<file path="src/rtl/button_debounce_long_press_core_defines.svh">
// Assertion macros shared by the debounce block.
`ifndef BUTTON_DEBOUNCE_LONG_PRESS_CORE_DEFINES_SVH
`define BUTTON_DEBOUNCE_LONG_PRESS_CORE_DEFINES_SVH

// Same-cycle implication, disabled while reset is asserted.
`define BDLP_ASSERT_IMP(lbl, clk, rst_n, ante, cons) \
    lbl: assert property (@(posedge clk) disable iff (!rst_n) (ante) |-> (cons)) \
        else $error("bdlp assertion failed");

// Next-cycle implication, disabled while reset is asserted.
`define BDLP_ASSERT_NXT(lbl, clk, rst_n, ante, cons) \
    lbl: assert property (@(posedge clk) disable iff (!rst_n) (ante) |=> (cons)) \
        else $error("bdlp assertion failed");

`endif

</file>
<file path="src/rtl/bdlp_pkg.sv">
// Types and constants of the button debounce and long-press block.
package bdlp_pkg;

    localparam int PHASE_W  = 3;
    localparam int CFG_W    = 16;
    localparam int CFG_IDX_W = 2;
    localparam int NOW_W    = 32;

    typedef enum logic [PHASE_W-1:0] {
        PH_IDLE           = 3'd0,
        PH_PRESS_BOUNCE   = 3'd1,
        PH_HELD           = 3'd2,
        PH_RELEASE_BOUNCE = 3'd3,
        PH_RELEASED       = 3'd4,
        PH_DETECTED       = 3'd5
    } t_phase;

    typedef enum logic [CFG_IDX_W-1:0] {
        CFG_DEBOUNCE_MS   = 2'd0,
        CFG_LONG_PRESS_MS = 2'd1
    } t_cfg_idx;

    localparam logic [CFG_W-1:0] DEBOUNCE_MS_RST   = 16'd50;
    localparam logic [CFG_W-1:0] LONG_PRESS_MS_RST = 16'd1000;

    typedef struct packed {
        logic [CFG_W-1:0] debounce_ms;
        logic [CFG_W-1:0] long_press_ms;
    } t_cfg;

endpackage

</file>
<file path="src/rtl/bdlp_in_if.sv">
// Poll channel: button level and millisecond timestamp.
interface bdlp_in_if;
    logic                         valid;
    logic                         ready;
    logic                         button_level;
    logic [bdlp_pkg::NOW_W-1:0]   now_ms;

    modport source (output valid, output button_level, output now_ms, input ready);
    modport sink   (input valid, input button_level, input now_ms, output ready);
endinterface

</file>
<file path="src/rtl/bdlp_out_if.sv">
// Result channel: detect flag and phase after each poll.
interface bdlp_out_if;
    logic                         valid;
    logic                         ready;
    logic                         press_detected;
    logic [bdlp_pkg::PHASE_W-1:0] phase;

    modport source (output valid, output press_detected, output phase, input ready);
    modport sink   (input valid, input press_detected, input phase, output ready);
endinterface

</file>
<file path="src/rtl/button_debounce_long_press_core.sv">
// Button debouncer with long-press detection: top level.
//
// Use: each word on i_in is one poll of an active-low button (button_level,
// 0 = pressed) with a wrapping millisecond timestamp (now_ms). Every poll
// yields exactly one word on o_out: the phase after the poll and a flag that
// is high for the one poll that ends in the detected phase.
// Configuration: i_cfg_we with i_cfg_idx 0 writes debounce_ms, index 1 writes
// long_press_ms; other indexes are dropped. Write only while no poll is in
// flight.
// Path: an accepted poll is held in the input register and moves into the
// output register once that register is empty or its word is taken.
// Throughput: one poll per cycle while o_out.ready is high; the phase update
// is a single subtract-and-compare pass between the input and output registers.
// Timestamps are kept at TIME_BITS bits and differences wrap at that width.
// Reset: synchronous, active low; the phase returns to idle, timestamps
// clear, debounce_ms to 50 and long_press_ms to 1000, both registers empty.
// Stall: while o_out.ready is low the result holds; one more poll is taken
// into the input register and then i_in.ready drops until the output drains.
module button_debounce_long_press_core #(
    parameter int TIME_BITS = 32
) (
    input  logic                           i_clk,
    input  logic                           i_rst_n,
    bdlp_in_if.sink                        i_in,
    bdlp_out_if.source                     o_out,
    input  logic                           i_cfg_we,
    input  logic [bdlp_pkg::CFG_IDX_W-1:0] i_cfg_idx,
    input  logic [bdlp_pkg::CFG_W-1:0]     i_cfg_data
);
    import bdlp_pkg::*;

    t_cfg                 w_cfg;
    t_phase               w_phase;
    logic                 w_detected;
    logic                 w_advance;
    logic [TIME_BITS-1:0] w_now;

    logic                 r_in_valid;
    logic                 r_in_level;
    logic [NOW_W-1:0]     r_in_now;
    logic                 r_out_valid;
    logic                 r_out_detected;
    logic [PHASE_W-1:0]   r_out_phase;

    bdlp_cfg u_cfg (
        .i_clk      (i_clk),
        .i_rst_n    (i_rst_n),
        .i_cfg_we   (i_cfg_we),
        .i_cfg_idx  (i_cfg_idx),
        .i_cfg_data (i_cfg_data),
        .o_cfg      (w_cfg)
    );

    assign w_now = TIME_BITS'(r_in_now);

    bdlp_fsm #(
        .TIME_BITS (TIME_BITS)
    ) u_fsm (
        .i_clk      (i_clk),
        .i_rst_n    (i_rst_n),
        .i_step     (w_advance),
        .i_level    (r_in_level),
        .i_now      (w_now),
        .i_cfg      (w_cfg),
        .o_phase    (w_phase),
        .o_detected (w_detected)
    );

    assign w_advance  = r_in_valid && (!r_out_valid || o_out.ready);
    assign i_in.ready = !r_in_valid || w_advance;

    always_ff @(posedge i_clk) begin
        if (!i_rst_n) begin
            r_in_valid <= 1'b0;
        end else if (i_in.valid && i_in.ready) begin
            r_in_valid <= 1'b1;
        end else if (w_advance) begin
            r_in_valid <= 1'b0;
        end
    end

    always_ff @(posedge i_clk) begin
        if (i_in.valid && i_in.ready) begin
            r_in_level <= i_in.button_level;
            r_in_now   <= i_in.now_ms;
        end
    end

    always_ff @(posedge i_clk) begin
        if (!i_rst_n) begin
            r_out_valid <= 1'b0;
        end else if (w_advance) begin
            r_out_valid <= 1'b1;
        end else if (o_out.ready) begin
            r_out_valid <= 1'b0;
        end
    end

    always_ff @(posedge i_clk) begin
        if (w_advance) begin
            r_out_detected <= w_detected;
            r_out_phase    <= w_phase;
        end
    end

    assign o_out.valid          = r_out_valid;
    assign o_out.press_detected = r_out_detected;
    assign o_out.phase          = r_out_phase;

endmodule

</file>
<file path="src/rtl/bdlp_cfg.sv">
// Configuration registers of the debounce block.
module bdlp_cfg (
    input  logic                          i_clk,
    input  logic                          i_rst_n,
    input  logic                          i_cfg_we,
    input  logic [bdlp_pkg::CFG_IDX_W-1:0] i_cfg_idx,
    input  logic [bdlp_pkg::CFG_W-1:0]    i_cfg_data,
    output bdlp_pkg::t_cfg                o_cfg
);
    import bdlp_pkg::*;

    t_cfg r_cfg;

    always_ff @(posedge i_clk) begin
        if (!i_rst_n) begin
            r_cfg.debounce_ms   <= DEBOUNCE_MS_RST;
            r_cfg.long_press_ms <= LONG_PRESS_MS_RST;
        end else if (i_cfg_we) begin
            unique case (t_cfg_idx'(i_cfg_idx))
                CFG_DEBOUNCE_MS:   r_cfg.debounce_ms   <= i_cfg_data;
                CFG_LONG_PRESS_MS: r_cfg.long_press_ms <= i_cfg_data;
                default: ;
            endcase
        end
    end

    assign o_cfg = r_cfg;

endmodule

</file>
<file path="src/rtl/bdlp_fsm.sv">
// Phase machine with bounce and press timestamps.
`include "button_debounce_long_press_core_defines.svh"
module bdlp_fsm #(
    parameter int TIME_BITS = 32
) (
    input  logic                  i_clk,
    input  logic                  i_rst_n,
    input  logic                  i_step,
    input  logic                  i_level,
    input  logic [TIME_BITS-1:0]  i_now,
    input  bdlp_pkg::t_cfg        i_cfg,
    output bdlp_pkg::t_phase      o_phase,
    output logic                  o_detected
);
    import bdlp_pkg::*;

    t_phase               r_phase;
    t_phase               n_phase;
    logic [TIME_BITS-1:0] r_bounce_start;
    logic [TIME_BITS-1:0] n_bounce_start;
    logic [TIME_BITS-1:0] r_press_start;
    logic [TIME_BITS-1:0] n_press_start;
    logic [TIME_BITS-1:0] w_bounce_elapsed;
    logic [TIME_BITS-1:0] w_hold_elapsed;
    logic                 w_db_done;
    logic                 w_hold_done;

    assign w_bounce_elapsed = i_now - r_bounce_start;
    assign w_hold_elapsed   = i_now - r_press_start;
    assign w_db_done        = w_bounce_elapsed >= TIME_BITS'(i_cfg.debounce_ms);
    assign w_hold_done      = w_hold_elapsed >= TIME_BITS'(i_cfg.long_press_ms);

    always_comb begin
        n_phase = r_phase;
        unique case (r_phase)
            PH_PRESS_BOUNCE: begin
                if (!i_level && w_db_done) n_phase = PH_HELD;
            end
            PH_HELD: begin
                if (i_level) n_phase = PH_RELEASE_BOUNCE;
            end
            PH_RELEASE_BOUNCE: begin
                if (i_level && w_db_done) n_phase = PH_RELEASED;
            end
            PH_RELEASED: begin
                if (i_level) n_phase = w_hold_done ? PH_DETECTED : PH_IDLE;
            end
            PH_DETECTED: n_phase = PH_IDLE;
            default: begin
                n_phase = i_level ? PH_IDLE : PH_PRESS_BOUNCE;
            end
        endcase
    end

    always_comb begin
        n_bounce_start = r_bounce_start;
        n_press_start  = r_press_start;
        unique case (r_phase)
            PH_PRESS_BOUNCE: begin
                if (i_level) n_bounce_start = i_now;
            end
            PH_HELD: begin
                if (i_level) n_bounce_start = i_now;
            end
            PH_RELEASE_BOUNCE: begin
                if (!i_level) n_bounce_start = i_now;
            end
            PH_RELEASED, PH_DETECTED: ;
            default: begin
                if (!i_level) begin
                    n_bounce_start = i_now;
                    n_press_start  = i_now;
                end
            end
        endcase
    end

    always_ff @(posedge i_clk) begin
        if (!i_rst_n) begin
            r_phase        <= PH_IDLE;
            r_bounce_start <= '0;
            r_press_start  <= '0;
        end else if (i_step) begin
            r_phase        <= n_phase;
            r_bounce_start <= n_bounce_start;
            r_press_start  <= n_press_start;
        end
    end

    assign o_phase    = n_phase;
    assign o_detected = (n_phase == PH_DETECTED);

    `BDLP_ASSERT_NXT(a_detect_one_poll, i_clk, i_rst_n, i_step && (r_phase == PH_DETECTED), r_phase == PH_IDLE)
    `BDLP_ASSERT_NXT(a_press_capture, i_clk, i_rst_n, i_step && (r_phase == PH_IDLE) && !i_level, (r_phase == PH_PRESS_BOUNCE) && (r_press_start == $past(i_now)))
    `BDLP_ASSERT_NXT(a_released_waits, i_clk, i_rst_n, i_step && (r_phase == PH_RELEASED) && !i_level, r_phase == PH_RELEASED)
    `BDLP_ASSERT_IMP(a_detect_from_released, i_clk, i_rst_n, o_detected, r_phase == PH_RELEASED)

endmodule

</file>
<file path="src/flat_wrapper.sv">
// flat-port wrapper written by rule: the top's interface ports become plain ports
module button_debounce_long_press_core_flat import bdlp_pkg::*;
#(
    parameter int TIME_BITS = 32
)
  (i_clk, i_rst_n, i_cfg_we, i_cfg_idx, i_cfg_data, i_in_valid, i_in_button_level, i_in_now_ms, i_in_ready, o_out_valid, o_out_press_detected, o_out_phase, o_out_ready);
  bdlp_in_if i_in_i ();
  bdlp_out_if o_out_i ();
  input  logic i_clk;
  input  logic i_rst_n;
  input  logic i_cfg_we;
  input  logic [bdlp_pkg::CFG_IDX_W-1:0] i_cfg_idx;
  input  logic [bdlp_pkg::CFG_W-1:0] i_cfg_data;
  input wire logic [$bits(i_in_i.valid)-1:0] i_in_valid;
  input wire logic [$bits(i_in_i.button_level)-1:0] i_in_button_level;
  input wire logic [$bits(i_in_i.now_ms)-1:0] i_in_now_ms;
  output wire logic [$bits(i_in_i.ready)-1:0] i_in_ready;
  output wire logic [$bits(o_out_i.valid)-1:0] o_out_valid;
  output wire logic [$bits(o_out_i.press_detected)-1:0] o_out_press_detected;
  output wire logic [$bits(o_out_i.phase)-1:0] o_out_phase;
  input wire logic [$bits(o_out_i.ready)-1:0] o_out_ready;
  assign i_in_i.valid = i_in_valid;
  assign i_in_i.button_level = i_in_button_level;
  assign i_in_i.now_ms = i_in_now_ms;
  assign i_in_ready = i_in_i.ready;
  assign o_out_valid = o_out_i.valid;
  assign o_out_press_detected = o_out_i.press_detected;
  assign o_out_phase = o_out_i.phase;
  assign o_out_i.ready = o_out_ready;
  button_debounce_long_press_core #(.TIME_BITS(TIME_BITS)) u_core (.i_clk(i_clk), .i_rst_n(i_rst_n), .i_in(i_in_i), .o_out(o_out_i), .i_cfg_we(i_cfg_we), .i_cfg_idx(i_cfg_idx), .i_cfg_data(i_cfg_data));
endmodule
</file>
<file path="config.mk">
export PLATFORM = sky130hd
export DESIGN_NAME = button_debounce_long_press_core_flat
export DESIGN_NICKNAME = d
export VERILOG_FILES = /design/src/rtl/bdlp_pkg.sv /design/src/rtl/bdlp_in_if.sv /design/src/rtl/bdlp_out_if.sv /design/src/rtl/button_debounce_long_press_core.sv /design/src/rtl/bdlp_cfg.sv /design/src/rtl/bdlp_fsm.sv /design/src/flat_wrapper.sv
export VERILOG_INCLUDE_DIRS = /design/src /design/src/rtl
export SDC_FILE = /design/constraint.sdc
export NUM_CORES = 1
export LEC_CHECK = 0
export ABC_CLOCK_PERIOD_IN_PS = 6050
export BUFFER_PORTS_ARGS = -buffer_cell sky130_fd_sc_hd__buf_2
export CORE_UTILIZATION = 60
export CTS_BUF_LIST = sky130_fd_sc_hd__clkbuf_4 sky130_fd_sc_hd__clkbuf_8
export CTS_CLUSTER_DIAMETER = 100
export DETAILED_ROUTE_END_ITERATION = 16
export HOLD_SLACK_MARGIN = 0.02
export PLACE_DENSITY = 0.89
export SYNTH_ARGS = -nofsm -noshare
export SYNTH_HDL_FRONTEND = slang
export SYNTH_SLANG_ARGS = --single-unit
</file>
<file path="constraint.sdc">
create_clock -name i_clk -period 6.05 [get_ports i_clk]
set_input_delay 0.3025 -clock i_clk [delete_from_list [all_inputs] [get_ports i_clk]]
set_output_delay 0.3025 -clock i_clk [all_outputs]
set_load 0.02 [all_outputs]
</file>
==> run summary <==
Final TNS setup: 0 ns
P_leak: 0.004086 uW
Clock Latency Late Sink: 0.47 ns
Worst Path Max Fanout: 5
initial core utilization: 61.16%
clk buf depth: 2
Max Slew Vio Count: 0
critical path capture point type: flip-flop
1st-pass router iterations: 6
die area: 17370 um^2
# DRC: 0
Worst Hold Class: in2reg
register area: 3133 um^2
Async SR Flop Fraction: 0%
Hold Startpoint: i_in_now_ms[30]
top-area cell type share of the netlist area: 20.01%
clock slew at reported path FFs: 0.08 ns
drt via density: 6.257
CTS tree: built
Core ar.: 16520 um^2
maximum vdd ir drop: 0.0001533 V
worst path required time: 6.40 ns
largest cells by area after synthesis: dfxtp_1 20%, ha_1 12%, edfxtp_1 11%
period utilization: 95.53%
Initial DRC Count: 969
global-route wire length before repair: 44350 um
final cell count without fillers: 1558
clock root cell: clkbuf_8
routed vias: 9749
initial antenna violation count: 0
outcome: finished clean
Worst-Margin Slew: 1.252 ns
clock sink count: 138
largest net degree at the start of global routing: 105
largest family of logic cells by synthesized area: compound AO/OA/AOI/OAI gates
Synth cell types: 83
Mapped Cells: 1284
cell count after placement: 1510
Commonest cells post-synth: 253 x nand2_1, 109 x inv_1, 101 x dfxtp_1, 95 x ha_1, 94 x a21oi_1
HPWL after DPL: 19920 um
xor/xnor share of the synthesized area: 3.033%
All-Layer GR Usage: 31.86%
Synth warnings: 0
critical path launch point type: flip-flop
Synth Area in Compound Gates: 25.27%
cell accounting for the most synthesized area: dfxtp_1
nets: 1478
FP Rows: 47
syn avg cell area: 7.871 um^2
Antenna Cells: 0
FMAX: 0.1730 GHz
Setup Skew: 0.01968 ns
Post-Syn Nets: 1437
Seq cells post-synth: 138
setup violators final: 0
Critical R2R Launch: u_core.r_in_now[0]
via count of the first global-routing pass: 9083
max_cap viols: 0
H-Tree Depth: 4
Mapped Area: 10110 um^2
total congestion overflow: 0
Finished Cell Area: 11010 um^2
minimum clock period: 5.780 ns
# IOs: 62
Seq/Total Area, Yosys: 31.00%
Critical Path AT: 6.13 ns
top-count cell post-synth: nand2_1
post-DR wirelength/cell: 17.44 um
Die W: 131.8 um
Hold Vio Cnt, Final: 0
Placer Congestion: 0.9572
share of cells above drive strength 1: 9.118%
Adder-Cell Fraction of Synth Area: 12.16%
ys flop type: dfxtp_1
Post-synth EDFFs: 37
area of the multi-input gates: 6289 um^2
multiplexer share of the synthesized area: 0.5943%
Slew HR: 16.52%
antenna-violating nets left: 0
Fillers: 1254
DIE HEIGHT: 131.8 um
DP Area: 10430 um^2
Layout area overhead: 8.988%
DRT Wirelength: 27170 um
Setup Crit Path Kind: reg2reg
Pwr Density: 225.6 nW/um^2
post-synthesis simple-gate area fraction: 21.12%
Port Buffers: 61
unrepaired setup endpoints after global routing: false
CTS Buf Count: 17
Critical path origin: u_core.r_in_now[0]
==> logic make-up (layout without fill, tap and decap cells) <==
kind of cell,count (synthesis),after routing
XOR/XNOR,35,35
AND/OR/NAND/NOR,464,464
adder cells (fa/ha/maj),97,97
flip-flops,138,138
AO/OA/AOI/OAI,377,377
buffers and inverters,167,221
multiplexers,6,6
==> worst max-delay path, cell delays in order (launching register included) <==
cell	delay [ns]
edfxtp_1	0.42
inv_1	0.11
ha_1	0.18
inv_1	0.06
fa_1	0.41
a21o_2	0.24
a311oi_2	0.46
nor2_1	0.12
a21boi_1	0.26
nor2_1	0.08
nor2_1	0.12
xnor2_1	0.13
ha_1	0.25
a21oi_1	0.16
o32ai_1	0.10
a211oi_1	0.29
or2b_1	0.26
or4b_2	0.62
a211oi_2	0.24
nand4_1	0.15
nor4_2	0.34
nor2_1	0.13
a211o_1	0.32
a32o_1	0.22
==> repair_timing <==
| action | 4_1_cts | 5_1_grt |
|---|---|---|
| endpoints found under the setup margin | 0 | 1 |
| gates resized for setup | 0 | 1 |
| buffers inserted | 0 | 0 |
| hold buffers | 14 | 2 |
| hold endpoints to repair | 14 | 2 |
==> power breakdown <==
part | internal (uW) | switching, uW | leakage, uW | total, uW
Clock | 426 | 377 | 0.000211 | 804
Combinational | 261 | 395 | 0.00269 | 656
Sequential | 989 | 35.9 | 0.00118 | 1030
Total | 1680 | 808 | 0.00409 | 2480
==> placed cells by master, fill, tap and decap left out, drive strengths merged, types with 10 or more instances in the layout <==
master       count
a21boi          92
dlygate4sd3     16
nand3           23
buf             64
and2            12
nor2            58
dfxtp          101
clkbuf          19
o21ai           49
o211ai          22
o2111ai         11
o21a            14
nor3            23
ha              95
a211oi          19
nand2b          12
a21o            13
inv            113
nor2b           10
edfxtp          37
nand4           18
nand2          253
xnor2           26
a21oi           94
==> per-stage QoR <==
stage	power, uW	setup slack [ns]	hold slack (ns)	util [%]
4_1_cts	2463	0.3270	0.02349	66.53
3_5_place_dp	1666	0.4100	0.4587	63.14
2_1_floorplan	1508	1.035	0.4014	-
6_report	2485	0.2703	0.04032	66.65
3_3_place_gp	1643	0.5984	0.4518	63.14
5_1_grt	2597	0.008545	0.02262	66.65
==> state kept, by name, indices dropped and copies added (netlist names) <==
| register | count |
|---|---|
| u_core.r_in_now | 32 |
| u_core.u_cfg.o_cfg | 32 |
| u_core.u_fsm.r_bounce_start | 32 |
| u_core.u_fsm.r_press_start | 32 |
| u_core.o_out.phase | 3 |
| u_core.u_fsm.r_phase | 3 |
| u_core.o_out.press_detected | 1 |
| u_core.o_out.valid | 1 |
| u_core.r_in_level | 1 |
| u_core.r_in_valid | 1 |
==> metal layers <==
metal  routed length, um  part of all wire [%]  GRT usage (%)
met4                1262                   4.6          17.57
met3                2177                   8.0          4.844
met5                   0                     0              0
met1               11120                    41          40.56
met2               12610                    46          51.94
==> final cells by class <==
| class | count | area share (%) |
|---|---|---|
| Timing Repair Buffer | 80 | 4.430 |
| Multi-Input combinational cell | 979 | 57.09 |
| Tap cell | 220 | 2.499 |
| Inverter | 109 | 3.715 |
| Clock buffer | 19 | 2.317 |
| Sequential cell | 138 | 28.44 |
| Clock inverter | 13 | 1.499 |
==> worst paths after layout <==
check                                                  endpoint  slack (ns)  depth (start not counted)
worst max-delay path                    u_core.u_fsm.r_phase[0]        0.27                         23
worst max register to register          u_core.u_fsm.r_phase[0]        0.27                         23
worst min-delay path                        u_core.r_in_now[30]        0.04                          1
worst min register to register  u_core.u_fsm.r_bounce_start[18]        0.47                          2
Power figures use the tool's default switching activity.
